### src/sv/sprite_frame_sequencer_unit_assert.svh
// Assertion macros shared by the sprite frame sequencer RTL.
`ifndef SPRITE_FRAME_SEQUENCER_UNIT_ASSERT_SVH
`define SPRITE_FRAME_SEQUENCER_UNIT_ASSERT_SVH

`ifndef SYNTHESIS

// Checked on clk, skipped while rst is high.
`define SFS_ASSERT(label, prop, msg) \
  label: assert property (@(posedge clk) disable iff (rst) prop) else $error(msg);

// Checked on clk at every edge, reset included.
`define SFS_ASSERT_ALWAYS(label, prop, msg) \
  label: assert property (@(posedge clk) prop) else $error(msg);

`else

`define SFS_ASSERT(label, prop, msg)
`define SFS_ASSERT_ALWAYS(label, prop, msg)

`endif

`endif

### src/sv/sfs_pkg.sv
// Shared types and constants for the sprite frame sequencer.
package sfs_pkg;

  // Sequence limits
  localparam int MAX_FRAMES = 256;
  localparam int COUNT_W    = 9;
  localparam int FRAME_W    = 8;
  localparam int MS_W       = 16;
  localparam int ALPHA_W    = 8;
  localparam int FLAGS_W    = 4;

  // Stream payload widths
  localparam int S_TDATA_W = 40;
  localparam int S_TUSER_W = 3;
  localparam int M_TDATA_W = 24;

  // Configuration port
  localparam int CFG_INDEX_W = 3;
  localparam int CFG_DATA_W  = 16;

  localparam logic [CFG_INDEX_W-1:0] REG_FRAME_COUNT   = 3'd0;
  localparam logic [CFG_INDEX_W-1:0] REG_INTERVAL_MS   = 3'd1;
  localparam logic [CFG_INDEX_W-1:0] REG_LOOP_LIMIT    = 3'd2;
  localparam logic [CFG_INDEX_W-1:0] REG_MODE_FLAGS    = 3'd3;
  localparam logic [CFG_INDEX_W-1:0] REG_FADE_STEP_MS  = 3'd4;
  localparam logic [CFG_INDEX_W-1:0] REG_INITIAL_ALPHA = 3'd5;

  // Register reset values
  localparam logic [COUNT_W-1:0] FRAME_COUNT_RST   = 9'd0;
  localparam logic [MS_W-1:0]    INTERVAL_MS_RST   = 16'd1000;
  localparam logic [MS_W-1:0]    LOOP_LIMIT_RST    = 16'd1;
  localparam logic [FLAGS_W-1:0] MODE_FLAGS_RST    = 4'd2;
  localparam logic [MS_W-1:0]    FADE_STEP_MS_RST  = 16'd1;
  localparam logic [ALPHA_W-1:0] INITIAL_ALPHA_RST = 8'd255;

  // Mode flag bit positions
  localparam int FLAG_BOUNCE     = 0;
  localparam int FLAG_STOP_FIRST = 1;
  localparam int FLAG_AUTO_HIDE  = 2;
  localparam int FLAG_FADE       = 3;

  // Event kinds
  localparam logic [S_TUSER_W-1:0] KIND_TICK  = 3'd0;
  localparam logic [S_TUSER_W-1:0] KIND_PLAY  = 3'd1;
  localparam logic [S_TUSER_W-1:0] KIND_PAUSE = 3'd2;
  localparam logic [S_TUSER_W-1:0] KIND_STOP  = 3'd3;
  localparam logic [S_TUSER_W-1:0] KIND_RESET = 3'd4;

  // Shared divider
  localparam int DIVIDEND_W = 17;
  localparam int DIVISOR_W  = 16;
  localparam int DIV_CNT_W  = $clog2(DIVIDEND_W);

  typedef struct packed {
    logic                  start;
    logic [DIVIDEND_W-1:0] dividend;
    logic [DIVISOR_W-1:0]  divisor;
  } div_req_t;

  typedef struct packed {
    logic                  done;
    logic [DIVIDEND_W-1:0] quotient;
    logic [DIVISOR_W-1:0]  remainder;
  } div_rsp_t;

endpackage

### src/sv/sprite_frame_sequencer_unit.sv
// Sprite frame sequencer: event-driven frame stepping, looping and alpha fade.
// Flow: an accepted event is latched and applied in the execute state, then registered out;
// a tick that reaches the fade step passes the fade state first, and a divide (play start
// index at or beyond the count, or a fade decrement) waits in the divide state for the shared divider.
// Events are taken one at a time, only while idle; a waiting result does not block the next event.
// Reset (rst, synchronous): registers to defaults, sequence stopped, alpha 255, sprite visible.
`include "sprite_frame_sequencer_unit_assert.svh"

module sprite_frame_sequencer_unit (
  input  logic                                clk,
  input  logic                                rst,
  // Event input
  input  logic                                s_tvalid,
  output logic                                s_tready,
  // [15:0] elapsed_ms, [16] keep_position, [17] reverse_dir, [33:18] start_index,
  // [34] rewind, [39:35] zero
  input  logic [sfs_pkg::S_TDATA_W-1:0]       s_tdata,
  // [2:0] kind
  input  logic [sfs_pkg::S_TUSER_W-1:0]       s_tuser,
  // Result output
  output logic                                m_tvalid,
  input  logic                                m_tready,
  // [7:0] frame_index, [15:8] alpha, [16] is_playing, [17] is_visible, [18] is_fading,
  // [23:19] zero
  output logic [sfs_pkg::M_TDATA_W-1:0]       m_tdata,
  // Configuration writes
  input  logic                                cfg_valid,
  output logic                                cfg_ready,
  input  logic [sfs_pkg::CFG_INDEX_W-1:0]     cfg_index,
  input  logic [sfs_pkg::CFG_DATA_W-1:0]      cfg_data
);

  // Sequencer states
  localparam logic [2:0] S_IDLE = 3'd0;
  localparam logic [2:0] S_EXEC = 3'd1;
  localparam logic [2:0] S_FADE = 3'd2;
  localparam logic [2:0] S_DIV  = 3'd3;
  localparam logic [2:0] S_OUT  = 3'd4;

  logic [2:0] state;

  // Configuration registers
  logic [sfs_pkg::COUNT_W-1:0] frame_count;
  logic [sfs_pkg::MS_W-1:0]    interval_ms;
  logic [sfs_pkg::MS_W-1:0]    loop_limit;
  logic [sfs_pkg::FLAGS_W-1:0] mode_flags;
  logic [sfs_pkg::MS_W-1:0]    fade_step_ms;
  logic [sfs_pkg::ALPHA_W-1:0] initial_alpha;

  // Sequence state
  logic [sfs_pkg::FRAME_W-1:0] current_frame;
  logic [sfs_pkg::MS_W-1:0]    frame_time_ms;
  logic [sfs_pkg::MS_W-1:0]    loops_done;
  logic                        backward;
  logic                        running;
  logic                        fading;
  logic [sfs_pkg::MS_W-1:0]    fade_time_ms;
  logic [sfs_pkg::ALPHA_W-1:0] alpha_now;
  logic                        visible;

  // Latched event
  logic [sfs_pkg::S_TUSER_W-1:0] in_kind;
  logic [sfs_pkg::MS_W-1:0]      in_elapsed;
  logic                          in_keep;
  logic                          in_rev;
  logic [sfs_pkg::MS_W-1:0]      in_start;
  logic                          in_rewind;

  // Datapath helpers
  logic [sfs_pkg::COUNT_W-1:0] eff_n;
  logic [sfs_pkg::COUNT_W-1:0] last_frame;
  logic [sfs_pkg::MS_W:0]      frame_sum;
  logic                        interval_hit;
  logic                        at_end;
  logic [sfs_pkg::COUNT_W-1:0] step_frame;
  logic [sfs_pkg::COUNT_W-1:0] clamped_frame;
  logic [sfs_pkg::MS_W-1:0]    loops_inc;
  logic                        loop_again;
  logic [sfs_pkg::MS_W-1:0]    fade_step_eff;
  logic [sfs_pkg::MS_W:0]      fade_sum;
  logic                        fade_hit;
  logic [sfs_pkg::ALPHA_W-1:0] fade_dec;
  logic [sfs_pkg::ALPHA_W-1:0] alpha_left;
  logic                        play_div;
  logic                        fade_div;
  logic                        out_load;

  sfs_pkg::div_req_t div_req;
  sfs_pkg::div_rsp_t div_rsp;

  assign s_tready  = (state == S_IDLE);
  assign cfg_ready = 1'b1;
  assign out_load  = (state == S_OUT) && (!m_tvalid || m_tready);

  // Effective frame count, capped at the maximum
  assign eff_n = (frame_count > sfs_pkg::COUNT_W'(sfs_pkg::MAX_FRAMES))
               ? sfs_pkg::COUNT_W'(sfs_pkg::MAX_FRAMES) : frame_count;
  assign last_frame = eff_n - 1'b1;

  // Frame timing
  assign frame_sum    = {1'b0, frame_time_ms} + {1'b0, in_elapsed};
  assign interval_hit = frame_sum >= {1'b0, interval_ms};
  assign at_end       = backward ? (current_frame == '0)
                                 : ({1'b0, current_frame} == last_frame);
  assign step_frame   = backward ? ({1'b0, current_frame} - 1'b1)
                                 : ({1'b0, current_frame} + 1'b1);
  assign clamped_frame = (step_frame >= eff_n) ? last_frame : step_frame;

  // Loop counting, saturating
  assign loops_inc  = (loops_done == '1) ? loops_done : loops_done + 1'b1;
  assign loop_again = (loop_limit == '0) || (loops_inc < loop_limit);

  // Fade timing; a zero step acts as one millisecond
  assign fade_step_eff = (fade_step_ms == '0) ? sfs_pkg::MS_W'(1) : fade_step_ms;
  assign fade_sum      = {1'b0, fade_time_ms} + {1'b0, in_elapsed};
  assign fade_hit      = fade_sum >= {1'b0, fade_step_eff};
  assign fade_dec      = (|div_rsp.quotient[sfs_pkg::DIVIDEND_W-1:sfs_pkg::ALPHA_W])
                       ? '1 : div_rsp.quotient[sfs_pkg::ALPHA_W-1:0];
  assign alpha_left    = (alpha_now > fade_dec) ? (alpha_now - fade_dec) : '0;

  // Divider requests: start index modulo count, or fade decrement
  assign play_div = (state == S_EXEC) && (in_kind == sfs_pkg::KIND_PLAY) && !in_keep &&
                    (eff_n != '0) && (in_start >= {7'b0, eff_n});
  assign fade_div = (state == S_FADE) && fading && fade_hit;

  assign div_req.start    = play_div || fade_div;
  assign div_req.dividend = (state == S_EXEC) ? {1'b0, in_start} : fade_sum;
  assign div_req.divisor  = (state == S_EXEC) ? {7'b0, eff_n} : fade_step_eff;

  sfs_divider u_div (
    .clk (clk),
    .rst (rst),
    .req (div_req),
    .rsp (div_rsp)
  );

  // Event latch
  always_ff @(posedge clk) begin
    if (s_tvalid && s_tready) begin
      in_kind    <= s_tuser;
      in_elapsed <= s_tdata[15:0];
      in_keep    <= s_tdata[16];
      in_rev     <= s_tdata[17];
      in_start   <= s_tdata[33:18];
      in_rewind  <= s_tdata[34];
    end
  end

  // Result register
  always_ff @(posedge clk) begin
    if (out_load) begin
      m_tdata <= {5'b0, fading, visible, running, alpha_now, current_frame};
    end
  end

  // Configuration, sequencer and sequence state
  always_ff @(posedge clk) begin
    if (rst) begin
      state         <= S_IDLE;
      m_tvalid      <= 1'b0;
      frame_count   <= sfs_pkg::FRAME_COUNT_RST;
      interval_ms   <= sfs_pkg::INTERVAL_MS_RST;
      loop_limit    <= sfs_pkg::LOOP_LIMIT_RST;
      mode_flags    <= sfs_pkg::MODE_FLAGS_RST;
      fade_step_ms  <= sfs_pkg::FADE_STEP_MS_RST;
      initial_alpha <= sfs_pkg::INITIAL_ALPHA_RST;
      current_frame <= '0;
      frame_time_ms <= '0;
      loops_done    <= '0;
      backward      <= 1'b0;
      running       <= 1'b0;
      fading        <= 1'b0;
      fade_time_ms  <= '0;
      alpha_now     <= sfs_pkg::INITIAL_ALPHA_RST;
      visible       <= 1'b1;
    end else begin
      // Register writes
      if (cfg_valid) begin
        unique case (cfg_index)
          sfs_pkg::REG_FRAME_COUNT:   frame_count   <= cfg_data[sfs_pkg::COUNT_W-1:0];
          sfs_pkg::REG_INTERVAL_MS:   interval_ms   <= cfg_data;
          sfs_pkg::REG_LOOP_LIMIT:    loop_limit    <= cfg_data;
          sfs_pkg::REG_MODE_FLAGS:    mode_flags    <= cfg_data[sfs_pkg::FLAGS_W-1:0];
          sfs_pkg::REG_FADE_STEP_MS:  fade_step_ms  <= cfg_data;
          sfs_pkg::REG_INITIAL_ALPHA: initial_alpha <= cfg_data[sfs_pkg::ALPHA_W-1:0];
          default: ;
        endcase
      end

      if (m_tvalid && m_tready) begin
        m_tvalid <= 1'b0;
      end

      unique case (state)
        S_IDLE: begin
          if (s_tvalid) begin
            state <= S_EXEC;
          end
        end

        // Apply the event; a tick handles frame stepping here
        S_EXEC: begin
          state <= S_OUT;
          unique case (in_kind)
            sfs_pkg::KIND_TICK: begin
              if (running && (eff_n > sfs_pkg::COUNT_W'(1))) begin
                state <= S_FADE;
                if (interval_hit) begin
                  frame_time_ms <= '0;
                  if (!at_end) begin
                    current_frame <= clamped_frame[sfs_pkg::FRAME_W-1:0];
                  end else begin
                    loops_done <= loops_inc;
                    if (loop_again) begin
                      if (mode_flags[sfs_pkg::FLAG_BOUNCE]) begin
                        current_frame <= (current_frame == '0)
                                       ? '0 : last_frame[sfs_pkg::FRAME_W-1:0];
                        backward      <= !backward;
                      end else begin
                        current_frame <= (current_frame == '0)
                                       ? last_frame[sfs_pkg::FRAME_W-1:0] : '0;
                      end
                    end else begin
                      // End of the last loop: fade or reset
                      if (mode_flags[sfs_pkg::FLAG_FADE]) begin
                        fading <= 1'b1;
                      end else begin
                        running    <= 1'b0;
                        loops_done <= '0;
                        fading     <= 1'b0;
                        alpha_now  <= initial_alpha;
                        if (mode_flags[sfs_pkg::FLAG_STOP_FIRST]) begin
                          current_frame <= '0;
                        end
                      end
                      if (mode_flags[sfs_pkg::FLAG_AUTO_HIDE] &&
                          !mode_flags[sfs_pkg::FLAG_FADE]) begin
                        visible <= 1'b0;
                      end
                    end
                  end
                end else begin
                  frame_time_ms <= frame_sum[sfs_pkg::MS_W-1:0];
                end
              end
            end
            sfs_pkg::KIND_PLAY: begin
              running  <= 1'b1;
              backward <= in_rev;
              if (!in_keep) begin
                if (eff_n == '0) begin
                  current_frame <= '0;
                end else if (play_div) begin
                  state <= S_DIV;
                end else begin
                  current_frame <= in_start[sfs_pkg::FRAME_W-1:0];
                end
              end
            end
            sfs_pkg::KIND_PAUSE: begin
              running <= 1'b0;
            end
            sfs_pkg::KIND_STOP: begin
              if (mode_flags[sfs_pkg::FLAG_FADE]) begin
                fading <= 1'b1;
              end else begin
                running       <= 1'b0;
                loops_done    <= '0;
                frame_time_ms <= '0;
                fading        <= 1'b0;
                alpha_now     <= initial_alpha;
                if (in_rewind) begin
                  current_frame <= '0;
                end
              end
            end
            sfs_pkg::KIND_RESET: begin
              running       <= 1'b0;
              loops_done    <= '0;
              frame_time_ms <= '0;
              fading        <= 1'b0;
              alpha_now     <= initial_alpha;
              if (in_rewind) begin
                current_frame <= '0;
              end
            end
            default: ;
          endcase
        end

        // Fade time accumulation; a full step starts the divide
        S_FADE: begin
          if (fade_div) begin
            state <= S_DIV;
          end else begin
            if (fading) begin
              fade_time_ms <= fade_sum[sfs_pkg::MS_W-1:0];
            end
            state <= S_OUT;
          end
        end

        // Wait for the divider, then apply its result
        S_DIV: begin
          if (div_rsp.done) begin
            state <= S_OUT;
            if (in_kind == sfs_pkg::KIND_PLAY) begin
              current_frame <= div_rsp.remainder[sfs_pkg::FRAME_W-1:0];
            end else begin
              fade_time_ms <= '0;
              alpha_now    <= alpha_left;
              if (alpha_left == '0) begin
                running       <= 1'b0;
                loops_done    <= '0;
                frame_time_ms <= '0;
                fading        <= 1'b0;
                if (mode_flags[sfs_pkg::FLAG_STOP_FIRST]) begin
                  current_frame <= '0;
                end
                if (mode_flags[sfs_pkg::FLAG_AUTO_HIDE]) begin
                  visible <= 1'b0;
                end
              end
            end
          end
        end

        // Hand the result to the output register once it is free
        S_OUT: begin
          if (out_load) begin
            m_tvalid <= 1'b1;
            state    <= S_IDLE;
          end
        end

        default: begin
          state <= S_IDLE;
        end
      endcase
    end
  end

  `SFS_ASSERT(a_accept_exec, s_tvalid && s_tready |=> state == S_EXEC, "transfer did not start execution")
  `SFS_ASSERT_ALWAYS(a_rst_clean, rst |=> !m_tvalid && state == S_IDLE, "reset left a result or busy state")
  `SFS_ASSERT(a_div_done_state, div_rsp.done |-> state == S_DIV, "divider finished outside the wait state")
  `SFS_ASSERT(a_out_wait, state == S_OUT && m_tvalid && !m_tready |=> state == S_OUT, "result dropped while output stalled")

endmodule

### src/sv/sfs_divider.sv
// Radix-2 restoring divider, one quotient bit per cycle.
`include "sprite_frame_sequencer_unit_assert.svh"

module sfs_divider (
  input  logic             clk,
  input  logic             rst,
  input  sfs_pkg::div_req_t req,
  output sfs_pkg::div_rsp_t rsp
);

  logic                               busy;
  logic                               done;
  logic [sfs_pkg::DIV_CNT_W-1:0]      count;
  logic [sfs_pkg::DIVISOR_W-1:0]      rem;
  logic [sfs_pkg::DIVIDEND_W-1:0]     quo;
  logic [sfs_pkg::DIVISOR_W-1:0]      divisor;

  logic [sfs_pkg::DIVIDEND_W-1:0]     trial;
  logic [sfs_pkg::DIVIDEND_W-1:0]     diff;
  logic                               fits;
  logic [sfs_pkg::DIVISOR_W-1:0]      rem_next;

  // Shift in the next dividend bit and try the subtract
  assign trial    = {rem, quo[sfs_pkg::DIVIDEND_W-1]};
  assign diff     = trial - {1'b0, divisor};
  assign fits     = trial >= {1'b0, divisor};
  assign rem_next = fits ? diff[sfs_pkg::DIVISOR_W-1:0] : trial[sfs_pkg::DIVISOR_W-1:0];

  // Control
  always_ff @(posedge clk) begin
    if (rst) begin
      busy  <= 1'b0;
      done  <= 1'b0;
      count <= '0;
    end else begin
      done <= 1'b0;
      if (req.start) begin
        busy  <= 1'b1;
        count <= '0;
      end else if (busy) begin
        count <= count + 1'b1;
        if (count == sfs_pkg::DIV_CNT_W'(sfs_pkg::DIVIDEND_W - 1)) begin
          busy <= 1'b0;
          done <= 1'b1;
        end
      end
    end
  end

  // Datapath
  always_ff @(posedge clk) begin
    if (req.start) begin
      rem     <= '0;
      quo     <= req.dividend;
      divisor <= req.divisor;
    end else if (busy) begin
      rem <= rem_next;
      quo <= {quo[sfs_pkg::DIVIDEND_W-2:0], fits};
    end
  end

  assign rsp.done      = done;
  assign rsp.quotient  = quo;
  assign rsp.remainder = rem;

  `SFS_ASSERT(a_start_busy, req.start |=> busy, "divider did not go busy after start")
  `SFS_ASSERT(a_done_after_busy, rsp.done |-> !busy && $past(busy), "divider done without a run")
  `SFS_ASSERT(a_rem_range, rsp.done |-> rem < divisor, "divider remainder not below divisor")

endmodule
### config.mk
export PLATFORM = sky130hd
export DESIGN_NAME = sprite_frame_sequencer_unit
export DESIGN_NICKNAME = d
export VERILOG_FILES = /design/src/sv/sfs_pkg.sv /design/src/sv/sprite_frame_sequencer_unit.sv /design/src/sv/sfs_divider.sv
export VERILOG_INCLUDE_DIRS = /design/src /design/src/sv
export SDC_FILE = /design/constraint.sdc
export NUM_CORES = 1
export LEC_CHECK = 0
export BUFFER_PORTS_ARGS = -buffer_cell sky130_fd_sc_hd__buf_2
export CORE_MARGIN = 2
export CORE_UTILIZATION = 35
export DETAILED_ROUTE_END_ITERATION = 16
export PLACE_DENSITY = 0.56
export SYNTH_ARGS = -nofsm -noshare
export SYNTH_HDL_FRONTEND = slang
export SYNTH_HIERARCHICAL = 1
export SYNTH_SLANG_ARGS = --single-unit
### constraint.sdc
create_clock -name clk -period 4.87 [get_ports clk]
set_input_delay 0.2435 -clock clk [delete_from_list [all_inputs] [get_ports clk]]
set_output_delay 0.2435 -clock clk [all_outputs]
set_load 0.05 [all_outputs]
==> results of run 1 <==
-- layout by cell type, fill, tap and decap left out, types with 32 or more instances in the layout --
master / n
ha_1: 133
inv_1: 105
nor3_1: 32
xnor2_1: 40
nand2_1: 301
nor2_1: 129
nand3_1: 78
o21ai_0: 58
buf_4: 33
a21oi_1: 138
buf_2: 81
edfxtp_1: 90
dfxtp_1: 164
dlygate4sd3_1: 56
o21a_1: 33
-- through the flow --
step	std cells	cell area, sq um	utilization	setup TNS [ps]
4_1_cts	2616	18800	0.413	0
3_5_place_dp	2504	17200	0.378	0
6_report	2620	18900	0.415	0
5_1_grt	2620	18900	0.415	-11.9
3_3_place_gp	2504	17200	0.378	0
2_1_floorplan	1879	16200	-	0
-- power breakdown --
part | leakage (nW) | switching [mW] | internal, mW
Clock | 0.507 | 0.953 | 1.36
Combinational | 5.00 | 0.819 | 0.552
Sequential | 2.18 | 0.110 | 2.29
-- layout make-up --
class | instances | area [sq um]
clock buffer | 38 | 821
clock inverter | 18 | 195
fill | 4526 | 26600
inverter | 107 | 404
multi-input combinational | 1430 | 9470
sequential | 254 | 5990
tap | 600 | 751
timing repair buffer | 173 | 1260
-- worst min-delay path, delay by kind of cell --
kind / cells / cell delay [ps]
compound gates: 2 / 210
buf+inv: 1 / 110
-- timing repair --
action,4_1_cts,5_1_grt
setup endpoints to repair,0,114
hold buffers,56,0
setup buffers,0,3
resized for setup,0,25
hold endpoints to repair,100,0
-- Yosys cell counts, types with 18 or more instances --
master	instances	area, sq um
a211oi_1	21	158
a21o_1	25	188
a21oi_1	139	696
and3_1	31	194
clkbuf_1	53	199
dfxtp_1	164	3280
edfxtp_1	90	2700
ha_1	133	1660
inv_1	107	402
mux2_2	19	214
mux2i_1	30	300
nand2_1	302	1130
nand3_1	78	390
nand4_1	18	113
nor2_1	131	492
nor3_1	32	160
nor4_1	21	131
o21a_1	33	248
o21ai_0	59	295
o21ai_1	19	95.1
xnor2_1	42	368
xor2_1	18	158
-- layer usage --
layer	vias up	track usage	part of all wire
li1	7020	-	-
met1	6779	0.274	0.47
met2	352	0.323	0.45
met3	84	0.0291	0.049
met4	0	0.0559	0.026
met5	-	0	0
-- kinds of logic after synthesis --
group                      share of synthesized area
AOI/OAI and AO/OA                              0.193
buffers and inverters                         0.0517
muxes                                         0.0318
other                                       0.000464
and+or+nand+nor                                0.212
adders and majority gates                      0.109
DFF                                            0.370
xor gates and xnor gates                      0.0325
-- worst max path at each step --
stage	slack, ps	cells after the start	from	end
final	240	19	in_elapsed[0]$_DFFE_PP_	u_div/quo[1]$_DFFE_PP_
after global routing	-5	19	in_elapsed[0]$_DFFE_PP_	alpha_now[2]$_SDFFE_PP1P_
after CTS	20	19	in_elapsed[0]$_DFFE_PP_	u_div/quo[1]$_DFFE_PP_
after detailed placement	130	19	in_elapsed[0]$_DFFE_PP_	u_div/quo[1]$_DFFE_PP_
after global placement	210	19	in_elapsed[2]$_DFFE_PP_	u_div/quo[5]$_DFFE_PP_
after floorplan	5	20	in_elapsed[0]$_DFFE_PP_	u_div/quo[0]$_DFFE_PP_
==> flow_metrics.tcl, run 1 <==
set metrics [dict create \
    max-cap-violations 0 \
    syn-cell-area_sq_um 16200 \
    path_delay_family "compound AO/OA/AOI/OAI gates" \
    area.growth.synth_to_final_pct 16.7 \
    slew_viol_final 0 \
    globalplace.congestion 0.898 \
    drive_above_1_share 0.122 \
    initial_core_util 0.356 \
    antenna_found_initial 0 \
    synth_cell_types 94 \
    slew_headroom 0.183 \
    hold_path.class "in -> reg" \
    core_sq_um 45500 \
    worst_slew_pin_slew_ps 1210 \
    cp_slowest_cell "fa_1" \
    die_area_sq_um 48000 \
    reg_top3 "m_tdata (19), u_div/quo (17)" \
    seq_area_frac_synth 0.370 \
    critical_path.endpoint_type "flip-flop" \
    cts_buffers 30 \
    hpwl_mm 35.5 \
    fin_skew_ps 38.1 \
    worstHoldStart "s_tvalid" \
    drc 0 \
    reg2regPathDepth 19 \
    ys_seq_elements 254 \
    cp.arrival_ps 4930 \
    grt_use_total 0.199 \
    grt_pass1_wl_mm 75.6 \
    critPathBufInv 1 \
    wl_mm 47.7 \
    worst_slack_ps 245 \
    cts_buffer_depth 3 \
    viasPerCell 5.43 \
    status "complete, no violations" \
    hold_path_depth 3 \
    syn_inst 1875 \
    drtIter0Drc 990 \
    grt_overflow 0 \
    period_share 0.950 \
    nNetsFinal 2201 \
    holdWs_ps 46.8 \
    die_x_um 219 \
    leakagePower_nw 7.69 \
    clock_sinks 254 \
    max_freq_ghz 0.216 \
    yosys_warnings 6 \
    reg2reg_slack_ps 240 \
    r2r_start "in_elapsed[0]$_DFFE_PP_" \
    cts_htree_levels 1 \
    period_minus_slack_ps 4630 \
    top_register "m_tdata" \
    pre_cts_slack_ps 128 \
    r2r_end "u_div/quo[1]$_DFFE_PP_" \
    cts-root-buf "clkbuf_16" \
    ir_drop_uv 330 \
    cp.required_ps 5180 \
    synth.avg_cell_area_sq_um 8.63 \
    diodes 0 \
    clk-insertion-delay-late_ps 590 \
    crit_fanout 16 \
    cts_tree "yes" \
    synth_flop_cell "dfxtp_1" \
    postRouteAntennaNets 0 \
    finalHoldViolations 0 \
    power_density_nw_per_um2 322 \
    cts.clk_slew.worst_paths_ps 60 \
    io_buffers 82 \
    startpoint_type "flip-flop" \
    setup_violations 0 \
    synthArstFlopShare 0 \
    crit_path_cell_trace "ha_1 > fa_1 > a211oi_2 > nor2_1 > o211ai_1 > a31oi_1 > a31oi_2 > xnor2_2 > ha_1 > o21a_1 > o21a_1 > a21oi_1 > nor3_1 > nor3b_2 > and3_1 > nand2b_2 > nand2_4 > buf_8 > mux2_2" \
    wl_per_cell_um 18.2 \
    synth_edf_count 90 \
    critPathMaxStageDelay_ps 440 \
    first_global_vias 13925 \
    largest_reg_flops 19 \
    io-pin-count 94 \
    holdPathEnd "state[0]$_SDFFE_PP0P_" \
    routed-via-count 14235 \
    die_y_um 219 \
    firstDrtPassIters 5 \
    power.total_mw 6.09 \
    path_class "reg -> reg" \
    grt_max_degree 98 \
    rows 78 \
]
No activity file was read; power rests on OpenSTA's default activity.
==> run 2, diff against run 1 <==
ABC_AREA = 1   (was not set)
PLACE_DENSITY = 0.55   (was 0.56)
==> run 2 against run 1 <==
  * The run now ends with design-rule violations left
  * Combinational power grew 50%
  * Synthesized area grew 2.2%
  * Maximum frequency grew 3.1%
  * Worst hold slack lost 20 ps
  * Sequential share of layout area shrank 0.46 points
  * Final cell count grew 16%
  * Non-clock buffer count shrank 10
==> flow_metrics.tcl, run 2 <==
set metrics [dict create \
    worst_slew_pin_slew_ps 1100 \
    drive_above_1_share 0.101 \
    synth_edf_count 90 \
    synth_top_area_share 0.198 \
    fin_skew_ps 14.1 \
    violations "design-rule violations" \
    diodes 0 \
    yosys_warnings 6 \
    synth_compound_area_frac 0.132 \
    clk-insertion-delay-late_ps 590 \
    syn-cell-area_sq_um 16500 \
    initial_core_util 0.355 \
    r2r_start "in_elapsed[0]$_DFFE_PP_" \
    area.growth.synth_to_final_pct 15.8 \
    final_common_cell "nand2_1" \
    postRouteAntennaNets 0 \
    period_minus_slack_ps 4490 \
    setup_violations 0 \
    rows 79 \
    synth.avg_cell_area_sq_um 7.28 \
    grt_use_total 0.205 \
    die_x_um 221 \
    leakagePower_nw 8.85 \
    yosys.cell_count.top_type "nand2_1" \
    pwr-share-comb 0.298 \
    cts.clk_slew.worst_paths_ps 60 \
    firstDrtPassIters 11 \
    synthTopCellsByArea "dfxtp_1 (20%), edfxtp_1 (16%), nand2_1 (12%), ha_1 (10%), inv_1 (6.8%)" \
    cts_tree "yes" \
    cts_htree_levels 1 \
    hpwl_mm 38.6 \
    globalplace.congestion 0.896 \
    hold_path.class "in -> reg" \
    post-route-util 0.411 \
    clock_sinks 254 \
    max_freq_ghz 0.223 \
    slew_viol_final 0 \
    period_share 0.922 \
    max-cap-violations 0 \
    viasPerCell 5.08 \
    io-pin-count 94 \
    ir_drop_uv 262 \
    fin_area_sq_um 19200 \
    grt_overflow 0 \
    r2r_end "u_div/quo[8]$_DFFE_PP_" \
    first_global_vias 14735 \
    grt_pass1_wl_mm 80.5 \
    layout_common_cells "nand2_1 (549), inv_1 (299), nor2_1 (184)" \
    rsz0062_at_grt "false" \
    routed-via-count 15434 \
    fillers 4882 \
    crit_fanout 10 \
    grt_max_degree 53 \
    wl_mm 51.1 \
    synth_top_family_by_area "simple AND/OR/NAND/NOR gates" \
    synth_flop_cell "dfxtp_1" \
    io_buffers 82 \
    reg_top3 "m_tdata (19), u_div/quo (17)" \
    syn_inst 2273 \
    path_class "reg -> reg" \
    critical_path.endpoint_type "flip-flop" \
    synthMuxAreaShare 0.000605 \
    synth_area_leader_cell "dfxtp_1" \
    cp.arrival_ps 4820 \
    holdWs_ps 26.7 \
    status "complete, but fails checks" \
    synth_top_cells_by_count "nand2_1 (550), inv_1 (299), nor2_1 (190), nand3_1 (182), a21oi_1 (176)" \
    synth_fa_ha_area_frac 0.107 \
    worstHoldStart "cfg_data[8]" \
    dp.cells 2936 \
    wl_per_cell_um 16.8 \
    seq_power_share 0.364 \
    reg2reg_slack_ps 380 \
    core_sq_um 46700 \
    cp.required_ps 5200 \
    cts_buffers 31 \
    die_area_sq_um 49000 \
    die_y_um 221 \
    slew_headroom 0.268 \
    seq_area_frac_synth 0.362 \
    tns_ps 0 \
    hold_path_depth 3 \
    antenna_found_initial 0 \
    synth_xor_area_frac 0.0301 \
    clkPwrFrac 0.338 \
    synthArstFlopShare 0 \
    switchingPower_mw 2.46 \
    p_int_mw 4.45 \
    startpoint_type "flip-flop" \
    drc 4 \
    final_cells 3036 \
    cts_buffer_depth 3 \
    netSwitchingFraction 0.356 \
    drtIter0Drc 1152 \
    synth_cell_types 63 \
    top_register "m_tdata" \
    nNetsFinal 2609 \
    holdPathEnd "interval_ms[8]$_SDFFE_PP1P_" \
    dpl_cell_area_sq_um 17700 \
    power_density_nw_per_um2 360 \
    synthSimpleGateAreaFrac 0.277 \
    cts-root-buf "clkbuf_16" \
    reg2regPathDepth 25 \
    finalHoldViolations 0 \
    largest_reg_flops 19 \
    ys_seq_elements 254 \
]
[run 2: how the worst max path moves through the flow]
stage	to	start	slack, ps
detailed placement	u_div/rem[5]$_SDFFE_PP0P_	in_elapsed[0]$_DFFE_PP_	180
global route	u_div/quo[0]$_DFFE_PP_	in_elapsed[4]$_DFFE_PP_	30
CTS	u_div/rem[5]$_SDFFE_PP0P_	in_elapsed[0]$_DFFE_PP_	170
finish	u_div/quo[8]$_DFFE_PP_	in_elapsed[0]$_DFFE_PP_	380
global placement	u_div/rem[15]$_SDFFE_PP0P_	in_elapsed[4]$_DFFE_PP_	230
floorplan	u_div/quo[0]$_DFFE_PP_	in_elapsed[0]$_DFFE_PP_	250
[run 2: critical path, cell delays in order, from the launching register on]
cell and delay, ps:
edfxtp_1 410, ha_1 230, fa_1 400, a21oi_1 170, o21bai_1 130, nand2_1 80
o211ai_1 120, nand2_1 80, nand2_1 50, a21oi_1 190, o21ai_0 180, nand2_1 90
nand2_1 60, xor2_1 180, ha_1 320, nand2_1 80, nor4_1 290, a31oi_1 120
nand3_1 100, nand3_1 110, nand2_1 220, buf_4 160, clkinv_1 80, buf_4 180
nand2_1 120, nand2_1 70
[run 2: routing by layer]
metal	vias up	wire length [um]	global-route usage
met5	-	0	0
met4	0	1630	0.0671
met3	93	2910	0.0234
met2	474	22900	0.336
met1	7079	23600	0.281
li1	7788	-	-
[run 2: power by group through the flow]
stage	logic [mW]	registers, mW	clock network, mW
floorplan	1.50	2.50	0
global placement	1.99	2.56	0
detailed placement	2.01	2.56	0
CTS	2.04	2.52	2.39
global route	2.34	2.53	2.47
finish	2.06	2.51	2.33
[run 2: stage by stage]
stage	power (mW)	setup slack [ps]
2_1_floorplan	4.01	245
3_5_place_dp	4.57	178
6_report	6.90	382
5_1_grt	7.35	32.5
4_1_cts	6.95	175
3_3_place_gp	4.55	232
[run 2: what timing repair did]
item	CTS	global route
setup buffers	0	2
endpoints found under the hold margin	40	0
resized for setup	0	10
hold buffers	40	0
endpoints found under the setup margin	0	67
[run 2: final cells by class]
| type | count | area, sq um | share of cell area |
|---|---|---|---|
| multi-input cells | 1644 | 9110 | 0.475 |
| inverters | 310 | 1170 | 0.0609 |
| repair buffers | 163 | 1140 | 0.0597 |
| well taps | 607 | 759 | 0.0396 |
| flip-flops and latches | 254 | 5990 | 0.312 |
| clock inverters | 20 | 175 | 0.00914 |
| clock buffers | 38 | 833 | 0.0435 |
[run 2: kinds of logic after synthesis]
| kind of cell | after synthesis |
|---|---|
| other cells | 2 |
| compound gates | 394 |
| buf+inv | 379 |
| mux | 1 |
| simple gates | 1049 |
| flops | 254 |
| fa+ha+maj | 138 |
| xor+xnor | 56 |
==> run 3, diff against run 2 <==
CORE_MARGIN = not set   (was 2)
==> run 3 against run 2 <==
  * The flow now finishes without violations
  * Global-route usage grew 0.61 points
  * Maximum frequency shrank 0.33%
  * Via count shrank 0.34%
  * Worst setup slack lost 15 ps
  * Worst hold slack gained 7.1 ps
  * Count of clock-buffer cells in the layout grew 11
  * Total power shrank 1.5%
  * First-iteration DRC count shrank 16%
  * Non-clock buffer count shrank 5
  * Wire length shrank 0.49%
  * Combinational power is essentially flat
==> flow_metrics.tcl, run 3 (synthesis gave the netlist of run 2 again) <==
set metrics [dict create \
    top_register "m_tdata" \
    die_x_um 219 \
    cts_buffers 30 \
    firstDrtPassIters 5 \
    drc 0 \
    switchingPower_mw 2.42 \
    path_delay_family "simple AND/OR/NAND/NOR gates" \
    status "complete, no violations" \
    wl_mm 50.9 \
    setup_violations 0 \
    layout_common_cells "nand2_1 (549), inv_1 (299), nor2_1 (185)" \
    cts.clk_slew.worst_paths_ps 60 \
    rows 79 \
    globalplace.congestion 0.936 \
    cp_slowest_cell "fa_1" \
    reg2reg_slack_ps 370 \
    grt_max_degree 58 \
    grt_use_total 0.211 \
    cts_htree_levels 1 \
    seq_power_share 0.369 \
    fin_area_sq_um 19100 \
    nNetsFinal 2603 \
    final_cells 3028 \
    die_area_sq_um 48200 \
    worstHoldStart "cfg_data[8]" \
    slew_viol_final 0 \
    worst_slew_pin_slew_ps 1110 \
    timing.critical_path.mode_cell "nand2_1" \
    wl_per_cell_um 16.8 \
    crit_fanout 10 \
    clock_sinks 254 \
    tns_ps 0 \
    viasPerCell 5.08 \
    first_global_vias 14657 \
    largest_reg_flops 19 \
    cp.required_ps 5340 \
    r2r_end "fading$_SDFFE_PP0P_" \
    dp.cells 2932 \
    p_int_mw 4.39 \
    r2r_start "in_elapsed[0]$_DFFE_PP_" \
    grt_pass1_wl_mm 79.6 \
    critPathLaunch "in_elapsed[0]$_DFFE_PP_" \
    area.growth.synth_to_final_pct 15.3 \
    worst_slack_ps 367 \
    rsz0062_at_grt "false" \
    period_minus_slack_ps 4500 \
    max_freq_ghz 0.222 \
    cp.arrival_ps 4980 \
    routed-via-count 15381 \
    hpwl_mm 38.6 \
    final_common_cell "nand2_1" \
    pre_cts_slack_ps 86.7 \
    cts_tree "yes" \
    clk-insertion-delay-late_ps 580 \
    slew_headroom 0.259 \
    drive_above_1_share 0.0971 \
    cts_buffer_depth 3 \
    postRouteAntennaNets 0 \
    cp.depth 29 \
    critPathBufInv 6 \
    grt_overflow 0 \
    leakagePower_nw 8.80 \
    dpl_cell_area_sq_um 17700 \
    max-cap-violations 0 \
    cts-root-buf "clkbuf_16" \
    antenna_found_initial 1 \
    power.total_mw 6.80 \
    hold_path.class "in -> reg" \
    startpoint_type "flip-flop" \
    die_y_um 219 \
    post-route-util 0.410 \
    finalHoldViolations 0 \
    critical_path.endpoint_type "flip-flop" \
    io_buffers 82 \
    io-pin-count 94 \
    netSwitchingFraction 0.355 \
    drtIter0Drc 964 \
    period_share 0.925 \
    diodes 0 \
    ir_drop_uv 278 \
    clkPwrFrac 0.327 \
    endpoint "fading$_SDFFE_PP0P_" \
    reg_top3 "m_tdata (19), u_div/quo (17)" \
    path_class "reg -> reg" \
    reg2regPathDepth 29 \
    initial_core_util 0.355 \
    critPathMaxStageDelay_ps 400 \
    fin_skew_ps 21.7 \
    core_sq_um 46600 \
    pwr-share-comb 0.304 \
    holdWs_ps 33.7 \
    power_density_nw_per_um2 356 \
]
-- run 3: changes by cell type in the layout (fill, tap and decap cells not counted), moves of 2 or more --
cell       previous run  this run
clkbuf_8              1         6
clkinv_1             10         3
buf_4                39        33
clkinv_2              6         3
clkbuf_1              5        12
bufinv_16             3         1
-- run 3: per-layer routing --
metal / wire [um] / track usage / vias to the layer above
met5: 0 / 0 / -
met1: 23100 / 0.285 / 7148
li1: - / - / 7748
met3: 3190 / 0.0268 / 77
met2: 23200 / 0.349 / 408
met4: 1440 / 0.0639 / 0
-- run 3: how the worst min path moves through the flow --
stage                                             end  slack, ps  cells after the start
final                     interval_ms[8]$_SDFFE_PP1P_         30                      3
after global placement          in_start[0]$_DFFE_PP_        420                      1
after global routing      interval_ms[8]$_SDFFE_PP1P_         40                      3
after floorplan               in_elapsed[0]$_DFFE_PP_        340                      0
after detailed placement        in_start[0]$_DFFE_PP_        420                      1
after CTS                 interval_ms[8]$_SDFFE_PP1P_         20                      3
-- run 3: timing repair --
item,CTS,global route
endpoints found under the hold margin,40,0
gates resized for setup,0,7
hold buffers,40,0
buffers inserted,0,1
setup endpoints to repair,0,61
-- run 3: tightest hold or removal path: stages --
cell and delay [ps]:
buf_2 180, nand2_1 80, o211ai_1 70
-- run 3: final cells by class --
cell class	count	area [sq um]
tap	607	759
timing repair buffer	158	1120
multi-input combinational	1644	9090
clock inverter	6	61.3
fill	4806	27500
sequential	254	5990
clock buffer	49	903
inverter	310	1160
-- run 3: power by group through the flow --
stage | logic [mW] | clock network [mW] | registers (mW)
finish | 2.07 | 2.22 | 2.51
global route | 2.35 | 2.37 | 2.53
CTS | 2.05 | 2.28 | 2.52
detailed placement | 2.01 | 0 | 2.56
global placement | 1.99 | 0 | 2.56
floorplan | 1.50 | 0 | 2.50
